==> config.mk <==
export PLATFORM = sky130hd
export DESIGN_NAME = ascii_binary_expression_evaluator_top
export DESIGN_NICKNAME = d
export VERILOG_FILES = /design/src/hdl/abee_pkg.sv /design/src/hdl/abee_front.sv /design/src/hdl/abee_jobq.sv /design/src/hdl/abee_back.sv /design/src/hdl/ascii_binary_expression_evaluator_top.sv
export SDC_FILE = /design/constraint.sdc
export NUM_CORES = 2
export LEC_CHECK = 0
export BUFFER_PORTS_ARGS = -buffer_cell sky130_fd_sc_hd__buf_4
export CORE_ASPECT_RATIO = 0.9
export CORE_MARGIN = 10
export CORE_UTILIZATION = 55
export CTS_CLUSTER_DIAMETER = 150
export DETAILED_ROUTE_END_ITERATION = 8
export MAX_ROUTING_LAYER = met4
export PLACE_DENSITY = 0.71
export SYNTH_ARGS = -nofsm -noshare
export SYNTH_HDL_FRONTEND = slang
export SYNTH_SLANG_ARGS = --single-unit
==> constraint.sdc <==
create_clock -name clk -period 10.5 [get_ports clk]
set_clock_uncertainty 0.15 [all_clocks]
set_input_delay 0.525 -clock clk [delete_from_list [all_inputs] [get_ports clk]]
set_output_delay 0.525 -clock clk [all_outputs]
set_load 0.03 [all_outputs]
==> src/hdl/abee_pkg.sv <==
// Shared types, constants and helpers for the ASCII expression evaluator.
// No dependencies; every other file imports this package.
`timescale 1ns / 1ps

package abee_pkg;

  localparam int VALUE_BITS  = 32;
  localparam int OUT_BITS    = 32;
  localparam int CNT_BITS    = $clog2(VALUE_BITS);
  localparam int JOBQ_DEPTH  = 2;
  localparam int JOBQ_PTR    = $clog2(JOBQ_DEPTH);
  localparam int OUTQ_DEPTH  = 2;
  localparam int OUTQ_PTR    = $clog2(OUTQ_DEPTH);

  localparam logic [7:0] CH_NUL   = 8'h00;
  localparam logic [7:0] CH_TAB   = 8'h09;
  localparam logic [7:0] CH_CR    = 8'h0D;
  localparam logic [7:0] CH_SPACE = 8'h20;
  localparam logic [7:0] CH_STAR  = 8'h2A;
  localparam logic [7:0] CH_PLUS  = 8'h2B;
  localparam logic [7:0] CH_MINUS = 8'h2D;
  localparam logic [7:0] CH_SLASH = 8'h2F;
  localparam logic [7:0] CH_ZERO  = 8'h30;
  localparam logic [7:0] CH_NINE  = 8'h39;

  typedef enum logic [1:0] {
    ST_OK       = 2'd0,
    ST_FORMAT   = 2'd1,
    ST_DIV_ZERO = 2'd2,
    ST_BAD_OP   = 2'd3
  } status_t;

  typedef enum logic [2:0] {
    OP_ADD     = 3'd0,
    OP_SUB     = 3'd1,
    OP_MUL     = 3'd2,
    OP_DIV     = 3'd3,
    OP_BAD_OP  = 3'd4,
    OP_BAD_FMT = 3'd5
  } op_t;

  typedef struct packed {
    op_t                    op;
    logic                   a_neg;
    logic [VALUE_BITS-1:0]  a_mag;
    logic                   b_neg;
    logic [VALUE_BITS-1:0]  b_mag;
  } job_t;

  // Sign-extend or truncate a result to the output port width.
  function automatic logic [OUT_BITS-1:0] to_out(input logic [VALUE_BITS-1:0] v);
    logic signed [VALUE_BITS-1:0] s;
    s = signed'(v);
    return OUT_BITS'(s);
  endfunction

endpackage

==> src/hdl/abee_front.sv <==
// Front end: parses one message byte per cycle while the job queue has room and queues a job on the last byte.
// Depends on abee_pkg.
`timescale 1ns / 1ps

module abee_front
  import abee_pkg::*;
(
  input  logic       clk,
  input  logic       rst,
  input  logic [7:0] char_in,
  input  logic       last,
  input  logic       push,
  output logic       full,
  input  logic       jobq_full,
  output logic       job_push,
  output job_t       job
);

  typedef enum logic [7:0] {
    PH_WS1   = 8'b0000_0001,
    PH_SIGN1 = 8'b0000_0010,
    PH_DIG1  = 8'b0000_0100,
    PH_WS2   = 8'b0000_1000,
    PH_SIGN2 = 8'b0001_0000,
    PH_DIG2  = 8'b0010_0000,
    PH_DONE  = 8'b0100_0000,
    PH_FAIL  = 8'b1000_0000
  } phase_t;

  phase_t                phase, phase_next;
  logic [VALUE_BITS-1:0] first_mag, first_mag_next;
  logic                  first_neg, first_neg_next;
  logic [7:0]            op_char, op_char_next;
  logic [VALUE_BITS-1:0] second_mag, second_mag_next;
  logic                  second_neg, second_neg_next;
  logic                  string_ended, string_ended_next;
  logic                  accept;
  logic                  is_space, is_digit, is_sign;

  function automatic logic [VALUE_BITS-1:0] accumulate(input logic [VALUE_BITS-1:0] mag,
                                                        input logic [7:0] c);
    logic [7:0] d;
    d = c - CH_ZERO;
    return (mag << 3) + (mag << 1) + VALUE_BITS'(d);
  endfunction

  assign full     = jobq_full;
  assign accept   = push && !jobq_full;
  assign job_push = accept && last;

  assign is_space = char_in inside {CH_SPACE, [CH_TAB:CH_CR]};
  assign is_digit = char_in inside {[CH_ZERO:CH_NINE]};
  assign is_sign  = char_in inside {CH_PLUS, CH_MINUS};

  always_comb begin
    phase_next        = phase;
    first_mag_next    = first_mag;
    first_neg_next    = first_neg;
    op_char_next      = op_char;
    second_mag_next   = second_mag;
    second_neg_next   = second_neg;
    string_ended_next = string_ended;
    if (!string_ended) begin
      if (char_in == CH_NUL) begin
        string_ended_next = 1'b1;
      end else begin
        case (phase)
          PH_WS1: begin
            if (is_space) begin
            end else if (is_sign) begin
              first_neg_next = (char_in == CH_MINUS);
              phase_next     = PH_SIGN1;
            end else if (is_digit) begin
              first_mag_next = accumulate(first_mag, char_in);
              phase_next     = PH_DIG1;
            end else begin
              phase_next = PH_FAIL;
            end
          end
          PH_WS2: begin
            if (is_space) begin
            end else if (is_sign) begin
              second_neg_next = (char_in == CH_MINUS);
              phase_next      = PH_SIGN2;
            end else if (is_digit) begin
              second_mag_next = accumulate(second_mag, char_in);
              phase_next      = PH_DIG2;
            end else begin
              phase_next = PH_FAIL;
            end
          end
          PH_SIGN1: begin
            if (is_digit) begin
              first_mag_next = accumulate(first_mag, char_in);
              phase_next     = PH_DIG1;
            end else begin
              phase_next = PH_FAIL;
            end
          end
          PH_SIGN2: begin
            if (is_digit) begin
              second_mag_next = accumulate(second_mag, char_in);
              phase_next      = PH_DIG2;
            end else begin
              phase_next = PH_FAIL;
            end
          end
          PH_DIG1: begin
            if (is_digit) begin
              first_mag_next = accumulate(first_mag, char_in);
            end else begin
              // any non-digit byte here is the operator
              op_char_next = char_in;
              phase_next   = PH_WS2;
            end
          end
          PH_DIG2: begin
            if (is_digit) begin
              second_mag_next = accumulate(second_mag, char_in);
            end else begin
              phase_next = PH_DONE;
            end
          end
          default: begin
          end
        endcase
      end
    end
  end

  // Classify the finished message from the post-byte state.
  always_comb begin
    job.a_neg = first_neg_next;
    job.a_mag = first_mag_next;
    job.b_neg = second_neg_next;
    job.b_mag = second_mag_next;
    if (phase_next != PH_DIG2 && phase_next != PH_DONE) begin
      job.op = OP_BAD_FMT;
    end else begin
      case (op_char_next)
        CH_PLUS:  job.op = OP_ADD;
        CH_MINUS: job.op = OP_SUB;
        CH_STAR:  job.op = OP_MUL;
        CH_SLASH: job.op = OP_DIV;
        default:  job.op = OP_BAD_OP;
      endcase
    end
  end

  always_ff @(posedge clk) begin
    if (rst || (accept && last)) begin
      phase        <= PH_WS1;
      first_mag    <= '0;
      first_neg    <= 1'b0;
      op_char      <= CH_NUL;
      second_mag   <= '0;
      second_neg   <= 1'b0;
      string_ended <= 1'b0;
    end else if (accept) begin
      phase        <= phase_next;
      first_mag    <= first_mag_next;
      first_neg    <= first_neg_next;
      op_char      <= op_char_next;
      second_mag   <= second_mag_next;
      second_neg   <= second_neg_next;
      string_ended <= string_ended_next;
    end
  end

endmodule

==> src/hdl/abee_jobq.sv <==
// Short job queue between the parser front end and the arithmetic back end.
// Depends on abee_pkg.
`timescale 1ns / 1ps

module abee_jobq
  import abee_pkg::*;
(
  input  logic clk,
  input  logic rst,
  input  logic wr_en,
  input  job_t wr_data,
  output logic full,
  input  logic rd_en,
  output job_t rd_data,
  output logic empty
);

  job_t                    slots [JOBQ_DEPTH];
  logic [JOBQ_PTR-1:0]     wr_ptr, rd_ptr;
  logic [JOBQ_PTR:0]       count;
  logic                    do_wr, do_rd;

  assign full    = (count == (JOBQ_PTR+1)'(JOBQ_DEPTH));
  assign empty   = (count == '0);
  assign do_wr   = wr_en && !full;
  assign do_rd   = rd_en && !empty;
  assign rd_data = slots[rd_ptr];

  always_ff @(posedge clk) begin
    if (do_wr) begin
      slots[wr_ptr] <= wr_data;
    end
  end

  always_ff @(posedge clk) begin
    if (rst) begin
      wr_ptr <= '0;
      rd_ptr <= '0;
      count  <= '0;
    end else begin
      if (do_wr) begin
        wr_ptr <= wr_ptr + 1'b1;
      end
      if (do_rd) begin
        rd_ptr <= rd_ptr + 1'b1;
      end
      case ({do_wr, do_rd})
        2'b10:   count <= count + 1'b1;
        2'b01:   count <= count - 1'b1;
        default: count <= count;
      endcase
    end
  end

endmodule

==> src/hdl/abee_back.sv <==
// Back end: evaluates queued jobs (add, sub, multiply, bit-serial divide) and
// holds results in a small output queue. Depends on abee_pkg.
`timescale 1ns / 1ps

module abee_back
  import abee_pkg::*;
(
  input  logic                clk,
  input  logic                rst,
  input  logic                job_valid,
  input  job_t                job,
  output logic                job_pop,
  output logic                empty,
  input  logic                pop,
  output logic [OUT_BITS-1:0] value,
  output logic [1:0]          status
);

  typedef enum logic [6:0] {
    B_IDLE     = 7'b000_0001,
    B_LOAD     = 7'b000_0010,
    B_EXEC     = 7'b000_0100,
    B_DIV_PREP = 7'b000_1000,
    B_DIV      = 7'b001_0000,
    B_DIV_FIX  = 7'b010_0000,
    B_PUSH     = 7'b100_0000
  } bstate_t;

  bstate_t               state;
  op_t                   op;
  logic                  a_neg, b_neg;
  logic [VALUE_BITS-1:0] a_mag, b_mag;
  logic [VALUE_BITS-1:0] a, b;
  logic [VALUE_BITS-1:0] dvd, dvs, rem;
  logic                  q_neg;
  logic [CNT_BITS-1:0]   cnt;
  logic [VALUE_BITS-1:0] res;
  status_t               res_status;
  logic [VALUE_BITS:0]   trial;

  logic [VALUE_BITS-1:0] q_val [OUTQ_DEPTH];
  status_t               q_st  [OUTQ_DEPTH];
  logic [OUTQ_PTR-1:0]   wr_ptr, rd_ptr;
  logic [OUTQ_PTR:0]     count;
  logic                  outq_full, do_wr, do_rd;

  assign job_pop   = (state == B_IDLE) && job_valid;
  assign trial     = {rem, dvd[VALUE_BITS-1]} - {1'b0, dvs};

  assign outq_full = (count == (OUTQ_PTR+1)'(OUTQ_DEPTH));
  assign empty     = (count == '0);
  assign do_wr     = (state == B_PUSH) && !outq_full;
  assign do_rd     = pop && !empty;
  assign value     = to_out(q_val[rd_ptr]);
  assign status    = q_st[rd_ptr];

  always_ff @(posedge clk) begin
    if (rst) begin
      state <= B_IDLE;
    end else begin
      case (state)
        B_IDLE: begin
          if (job_valid) begin
            state <= B_LOAD;
          end
        end
        B_LOAD: state <= B_EXEC;
        B_EXEC: begin
          if (op == OP_DIV) begin
            state <= B_DIV_PREP;
          end else begin
            state <= B_PUSH;
          end
        end
        B_DIV_PREP: begin
          if (b == '0) begin
            state <= B_PUSH;
          end else begin
            state <= B_DIV;
          end
        end
        B_DIV: begin
          if (cnt == '0) begin
            state <= B_DIV_FIX;
          end
        end
        B_DIV_FIX: state <= B_PUSH;
        B_PUSH: begin
          if (!outq_full) begin
            state <= B_IDLE;
          end
        end
        default: state <= B_IDLE;
      endcase
    end
  end

  always_ff @(posedge clk) begin
    case (state)
      B_IDLE: begin
        op    <= job.op;
        a_neg <= job.a_neg;
        a_mag <= job.a_mag;
        b_neg <= job.b_neg;
        b_mag <= job.b_mag;
      end
      B_LOAD: begin
        a <= a_neg ? -a_mag : a_mag;
        b <= b_neg ? -b_mag : b_mag;
      end
      B_EXEC: begin
        case (op)
          OP_ADD: begin
            res        <= a + b;
            res_status <= ST_OK;
          end
          OP_SUB: begin
            res        <= a - b;
            res_status <= ST_OK;
          end
          OP_MUL: begin
            res        <= a * b;
            res_status <= ST_OK;
          end
          OP_DIV: begin
            res        <= '0;
            res_status <= ST_OK;
          end
          OP_BAD_OP: begin
            res        <= '0;
            res_status <= ST_BAD_OP;
          end
          default: begin
            res        <= '0;
            res_status <= ST_FORMAT;
          end
        endcase
      end
      B_DIV_PREP: begin
        dvd   <= a[VALUE_BITS-1] ? -a : a;
        dvs   <= b[VALUE_BITS-1] ? -b : b;
        q_neg <= a[VALUE_BITS-1] ^ b[VALUE_BITS-1];
        rem   <= '0;
        cnt   <= CNT_BITS'(VALUE_BITS - 1);
        if (b == '0) begin
          res_status <= ST_DIV_ZERO;
        end
      end
      B_DIV: begin
        // one restoring step: quotient bits shift into the dividend register
        if (!trial[VALUE_BITS]) begin
          rem <= trial[VALUE_BITS-1:0];
          dvd <= {dvd[VALUE_BITS-2:0], 1'b1};
        end else begin
          rem <= {rem[VALUE_BITS-2:0], dvd[VALUE_BITS-1]};
          dvd <= {dvd[VALUE_BITS-2:0], 1'b0};
        end
        cnt <= cnt - 1'b1;
      end
      B_DIV_FIX: begin
        res <= q_neg ? -dvd : dvd;
      end
      default: begin
      end
    endcase
  end

  always_ff @(posedge clk) begin
    if (do_wr) begin
      q_val[wr_ptr] <= res;
      q_st[wr_ptr]  <= res_status;
    end
  end

  always_ff @(posedge clk) begin
    if (rst) begin
      wr_ptr <= '0;
      rd_ptr <= '0;
      count  <= '0;
    end else begin
      if (do_wr) begin
        wr_ptr <= wr_ptr + 1'b1;
      end
      if (do_rd) begin
        rd_ptr <= rd_ptr + 1'b1;
      end
      case ({do_wr, do_rd})
        2'b10:   count <= count + 1'b1;
        2'b01:   count <= count - 1'b1;
        default: count <= count;
      endcase
    end
  end

endmodule

==> src/hdl/ascii_binary_expression_evaluator_top.sv <==
// Top level of the ASCII expression evaluator: front parser, job queue, back end.
// Depends on abee_pkg, abee_front, abee_jobq and abee_back.
`timescale 1ns / 1ps

// Takes a "%d%c%d" message one byte per cycle and, on the byte marked last,
// queues one result (value and status). The parser takes a byte every cycle
// while the two-entry job queue has room. The back end takes each message
// through load, execute and push; a division by zero adds a setup step, and
// a divide adds setup, 32 restoring steps (the divider retires one quotient
// bit per cycle) and a sign fix. Short messages ending in a divide can
// fill the job queue and hold full high until the divider frees a slot.
// Results wait in a two-entry output queue; status 1 is bad format, 2 is
// division by zero, 3 is an unknown operator, and value is 0 for each.
module ascii_binary_expression_evaluator_top
  import abee_pkg::*;
(
  input  logic        clk,
  input  logic        rst,
  input  logic [7:0]  char_in,
  input  logic        last,
  input  logic        push,
  output logic        full,
  output logic [31:0] value,
  output logic [1:0]  status,
  output logic        empty,
  input  logic        pop
);

  job_t front_job, back_job;
  logic job_push, jobq_full, jobq_empty, job_pop;

  abee_front u_front (
    .clk       (clk),
    .rst       (rst),
    .char_in   (char_in),
    .last      (last),
    .push      (push),
    .full      (full),
    .jobq_full (jobq_full),
    .job_push  (job_push),
    .job       (front_job)
  );

  abee_jobq u_jobq (
    .clk     (clk),
    .rst     (rst),
    .wr_en   (job_push),
    .wr_data (front_job),
    .full    (jobq_full),
    .rd_en   (job_pop),
    .rd_data (back_job),
    .empty   (jobq_empty)
  );

  abee_back u_back (
    .clk       (clk),
    .rst       (rst),
    .job_valid (!jobq_empty),
    .job       (back_job),
    .job_pop   (job_pop),
    .empty     (empty),
    .pop       (pop),
    .value     (value),
    .status    (status)
  );

  // Error results always carry a zero value.
  a_err_zero: assert property (@(posedge clk) disable iff (rst)
    (!empty && status != ST_OK) |-> (value == '0))
    else $error("error status with nonzero value");

  // Reset leaves both queues empty.
  a_rst_clear: assert property (@(posedge clk)
    rst |=> (empty && !full))
    else $error("queues not empty after reset");

  // The back end only takes a job that is there.
  a_pop_valid: assert property (@(posedge clk) disable iff (rst)
    job_pop |-> !jobq_empty)
    else $error("job taken from empty queue");

endmodule

---- Word level (Yosys, flattened, before mapping) ----
Memories as Yosys holds them, arrays and structs flattened. A register that Yosys moved wholly into a read port is not among the register bits.
Index checks and enable logic that the tools add are counted.
operators by class
  add/subtract/negate cells ............... 22
  multiply operators ...................... 1
  div/mod/pow operators ................... 0
  order comparisons ....................... 4
  equal/unequal tests ..................... 36
  shifts and indexed selects .............. 0
  muxes and demuxes ....................... 72
  bitwise operators ....................... 1
  reductions and logical operators ........ 33
operators by type and width
  kind                  count
  $mux W32              15
  $pmux W32 S2          5
  $neg A32 Y32          5
  $mux W8               14
  $add A32 B32 Y32      3
  $pmux W32 S3          1
  $add A32 B8 Y32       2
  $eq A8 B6 Y1 const B  8
  $pmux W7 S7           1
  $pmux W8 S6           1
  $mux W7               5
  $sub A33 B32 Y33      1
  $logic_not A32 Y1     1
  $mul A32 B32 Y32      1
  $sub A32 B32 Y32      1
  $mux W31              1
  $mux W1               21
  $pmux W2 S2           4
  $reduce_bool A2 Y1    7
  $pmux W3 S4           1
  $logic_and A1 B1 Y1   10
  $pmux W5 S2           1
  $eq A2 B2 Y1 const B  4
  $eq A8 B1 Y1 const B  1
  other kinds (41)      55
storage, ports and cells
  bits in registers ....................... 298
  bits in latches ......................... 0
  bits in writable memories ............... 206
  ROM bits ................................ 0
  bits of input ports ..................... 13
  output and inout bits ................... 36
  logic and storage cells ................. 196
  memories ................................ 3
memories
  memory        depth  width  read ports  clocked after Yosys merged registers in  write ports  line             text
  u_jobq.slots  2      69     1           1                                        1            abee_jobq.sv:18  job_t slots [JOBQ_DEPTH];
  u_back.q_val  2      32     1           1                                        1            abee_back.sv:41  logic [VALUE_BITS-1:0] q_val [OUTQ_DEPTH];
  u_back.q_st   2      2      1           1                                        1            abee_back.sv:42  status_t q_st [OUTQ_DEPTH];

---- Longest topological paths before layout ----
  word-level depth ........................ 11
  mapped depth ............................ 28
  depth with buffers taken out ............ 26

---- Hierarchy ----
Synthesis repeated with hierarchy kept, for this count alone.
second synthesis, totals
  cells, all modules ...................... 4952
  area total of the unflattened synthesis .. 49251.0 sq um
by module, submodules not included
  module                                 times used  cells each  area each (sq um)  sequential area each (sq um)
  abee_back                              1           3506        35162.5            10359.9
  abee_front                             1           1204        8894.8             1661.6
  abee_jobq                              1           241         5190.0             4244.1
  ascii_binary_expression_evaluator_top  1           1           3.8                0.0

---- Worst setup path after synthesis ----
Ideal clock, no wire load.
  path type ............................... reg2reg
  start ................................... reg u_back.b[8]
  end ..................................... reg u_back.res[31] (data pin)
  setup time .............................. 0.271 ns
  arrival time ............................ 6.784 ns
  required time ........................... 10.079 ns
  slack ................................... 3.295 ns
  cell stages (with the launch flop) ...... 28
  buffers on the path ..................... 2
  clock period less this slack ............ 7.205 ns
  cells stage by stage .................... edfxtp_1 clkbuf_1 buf_1 nand2_1 fa_1 inv_1 fa_1 fa_1 inv_1 fa_1 inv_1 fa_1 inv_1 fa_1 inv_1 fa_1 fa_1 ha_1 a21oi_1 o21bai_1 and3_1 nor2_1 o21ai_0 o221ai_1 o21ai_0 xnor2_1 a22oi_1 a21oi_1
between the ends
  cells in the longest elaborated chain, start to end .. 3
  elaborated cells on any way between the ends .. 5
  those cells by class .................... add/sub: 2; mul: 1; mux: 2
RTL lines
  element                                   line              text
  start, declared                           abee_back.sv:33   logic [VALUE_BITS-1:0] a, b;
  start signal, assigned                    abee_back.sv:109  b <= b_neg ? -b_mag : b_mag;
  $mul A32 B32 Y32 (tied with other cells)  abee_back.sv:122  res <= a * b;
  $pmux W32 S3 *                            abee_back.sv:112  case (op)
  $pmux W32 S2 *                            abee_back.sv:99   case (state)
  end signal, assigned                      abee_back.sv:114  res <= a + b;
  end signal, assigned                      abee_back.sv:118  res <= a - b;
  end signal, assigned                      abee_back.sv:122
  end, declared                             abee_back.sv:37   logic [VALUE_BITS-1:0] res;
Mark *: on every way between the ends. The rest lies on a longest branch, timed or not.
A chain may end at the register's enable or synchronous reset.

---- Worst setup path after layout ----
  start ................................... reg u_back.a[14]
  end ..................................... reg u_back.res[31] (data pin)
between the ends
  cells in the longest elaborated chain, start to end .. 3
  elaborated cells on any way between the ends .. 5
  those cells by class .................... add/sub: 2; mul: 1; mux: 2
RTL lines
  element                                   line              text
  start, declared                           abee_back.sv:33
  start signal, assigned                    abee_back.sv:108  a <= a_neg ? -a_mag : a_mag;
  $mul A32 B32 Y32 (tied with other cells)  abee_back.sv:122
  $pmux W32 S3 *                            abee_back.sv:112
  $pmux W32 S2 *                            abee_back.sv:99
Marks and branches as above.

==> results.ini <==
[floorplan]
core_area_um2 = 87500
io_pins = 49
fp.dieW_um = 333
dieArea_um2 = 100000
initial_utilization_pct = 55.3
die_y_um = 301
num_rows = 103

[worst_setup_path]
rr_startpoint = u_back.a[14]
cpPeakStageDelay_ps = 1110
r2r_end = u_back.res[31]
arrival_ps = 8240
reg2reg_slack_ps = 2450
r2r_cells = 24
crit_top_cell = fa_1
worst_setup_path_end_kind = flop
required_ps = 10680
setup.worst_path.class = reg2reg
crit_fanout = 24
path_cells = and2_1 -> fa_1 -> inv_1 -> fa_1 -> fa_1 -> fa_1 -> inv_1 -> fa_1 -> inv_1 -> fa_1 -> inv_1 -> fa_1 -> fa_1 -> ha_1 -> a21oi_1 -> o21bai_1 -> and3_1 -> nor2_1 -> o21ai_0 -> o221ai_1 -> o21ai_0 -> xnor2_1 -> a22oi_1 -> a21oi_1
cp_slowest_cell = edfxtp_1
cp-start-kind = flop

[cells_and_area]
layout-drive-gt1-share_pct = 8.11
final_nets = 5501
final_cell_mix = 562 x nand2_1, 495 x inv_1, 475 x edfxtp_1, 422 x fa_1, 320 x and2_1
syn2layout_area_growth_pct = 7.41
post-route-cell-area_um2 = 52000
final_common_cell = nand2_1

[global_routing]
grt_pass1_vias = 35000
grt_pass1_wl_mm = 197
gr-total-overflow = 0
antenna_found_initial = 2
grt_max_degree = 70
grt_usage_pct = 25.5

[min_path]
min_to = u_front.op_char[6]
hp-start = char_in[6]
hold_path_depth = 3
worstHoldPathType = in2reg

[clock_tree]
cts_root_buf = clkbuf_16
clk_pin_slew_ps = 60
clkSinkCount = 574
postCtsHoldBufs = 1
insertion_delay_ps = 660
cts-htree-levels = 2
cts_tree = yes
cts_buffers = 60
cts_setup_buffers = 0
clk_path_buf_depth = 3
ctsResizeCount = 0

[sta]
drv_slew = 0
max-slew-margin-rel_pct = 23.7
hold_slack_ps = 28.1
tightest_slew_ps = 1140
fin_crit_ps = 8050
period_share_pct = 76.7
fmax_mhz = 124
setup_tns_ps = 0
hold_viol = 0
setup_violations = 0
rsz0062_at_grt = no

[yosys]
seq_area_frac_synth_pct = 33.6
synth_cell_types = 76
avgSynthCellArea_um2 = 10.0
syn_inst = 4822
ys_ff_latch = 574
yosys_warnings = 0
netlist_area_um2 = 48400
ys.flop_type = edfxtp_1
async_reset_ff_share_pct = 0
synth_edf_count = 475
syn_nets = 5564

[detailed_routing]
ant_nets = 0
routed_via_density = 5.85
dr.first_iter.drc_count = 2658
wire_per_inst_um = 20.7
dr_wl_met2_mm = 57.0
drt-met1-wl_mm = 52.4
met3_length_mm = 9.26
drcViolationCount = 0
dr_total_vias = 34900
routed.top_layer = met4
drt_first_pass_iters = 6
routed_wl_mm = 124

[place]
dp_hpwl_mm = 89.2
dpl_cell_area_um2 = 49900
routabilityCongestion = 0.973
portBuffers = 48

[outcome]
status = finished, final reports clean

[run]
drv_cap = 0

state kept, by name, indices dropped and copies added (netlist names), 2 cells and up, named ones only:
| signal | count |
|---|---|
| u_jobq.count | 2 |
| u_front.op_char | 8 |
| u_back.res | 32 |
| u_front.second_mag | 32 |
| u_front.phase | 8 |
| u_back.a | 32 |
| u_back.state | 7 |
| u_back.res_status | 2 |
| u_back.q_st | 4 |
| u_jobq.slots | 138 |
| u_back.cnt | 5 |
| u_back.dvs | 32 |
| u_back.q_val | 64 |
| u_back.op | 3 |
| u_back.b_mag | 32 |
| u_back.b | 32 |
| u_back.rem | 32 |
| u_back.dvd | 32 |
| u_front.first_mag | 32 |
| u_back.count | 2 |
| u_back.a_mag | 32 |
metrics by stage:
| step | cells | setup WS (ps) | util, % |
|---|---|---|---|
| after floorplan | 4822 | 3290 | - |
| after global placement | 5851 | 2670 | 57.0 |
| after detailed placement | 5851 | 2580 | 57.0 |
| after CTS | 5964 | 2500 | 59.4 |
| after global routing | 5964 | 2030 | 59.4 |
| final | 5966 | 2450 | 59.4 |
cell type report:
type | count | area, µm²
Fill cell | 7305 | 35500
Multi-Input combinational cell | 3510 | 29500
Sequential cell | 574 | 16200
Inverter | 496 | 1860
Clock buffer | 64 | 1530
Tap cell | 1155 | 1450
Timing Repair Buffer | 117 | 881
Clock inverter | 48 | 559
Antenna cell | 2 | 5.00
synthesized netlist by cell type (all sizes together), types with 18 or more instances:
master | number | area, µm²
nand2 | 563 | 2120
inv | 496 | 1860
edfxtp | 475 | 14300
fa | 422 | 8450
and2 | 321 | 2010
ha | 307 | 3840
xnor2 | 236 | 2070
nor2 | 230 | 863
a21oi | 228 | 1140
clkbuf | 227 | 852
o21ai | 209 | 1050
xor2 | 145 | 1270
mux2 | 117 | 1320
dfxtp | 99 | 1980
a21o | 70 | 526
nand2b | 56 | 350
nor3 | 56 | 280
or3 | 51 | 324
o31ai | 49 | 368
nand3 | 47 | 235
a211oi | 30 | 225
o21a | 24 | 180
and3 | 23 | 144
o41ai | 22 | 200
or4 | 21 | 165
nor4 | 20 | 146
or2 | 19 | 119
a221oi | 18 | 158
a31oi | 18 | 113
metal layers:
metal  vias up  global-route usage [%]
li1      16200                       -
met1     17100                    33.1
met2      1249                    39.9
met3       328                    4.40
met4         0                    9.43
met5         -                       -
worst max path at each step:
| stage | endpoint | slack (ps) | depth (start not counted) | start |
|---|---|---|---|---|
| floorplan | u_back.res[31] | 3290 | 27 | u_back.b[8] |
| global placement | u_back.res[31] | 2670 | 24 | u_back.a[14] |
| detailed placement | u_back.res[31] | 2580 | 24 | u_back.a[14] |
| CTS | u_back.res[31] | 2500 | 24 | u_back.a[14] |
| global route | u_back.res[31] | 2030 | 24 | u_back.a[14] |
| finish | u_back.res[31] | 2450 | 24 | u_back.a[14] |
worst max-delay path: cells and delay by family (launching register included):
kind | cells | cell delay (ps)
buffers and inverters | 4 | 230
adder cells (fa/ha/maj) | 9 | 4070
AND/OR/NAND/NOR | 3 | 580
AO/OA/AOI/OAI | 7 | 1440
flip-flops | 1 | 1110
XOR/XNOR | 1 | 150
cell families (layout without fill, tap and decap cells):
kind of cell               count (synthesis)  in the layout  synth area share [%]
buffers and inverters                    738            725                  5.73
other                                      0              2                     0
muxes                                    130            130                  2.99
xor gates and xnor gates                 381            381                  6.90
and+or+nand+nor                         1464           1464                  14.8
DFF                                      574            574                  33.6
AOI/OAI and AO/OA                        806            806                  10.6
adders and majority gates                729            729                  25.4
Power is left out: the tool's default activity adds up to more than one toggle a clock period on the data nets, which glitch-free logic cannot reach.
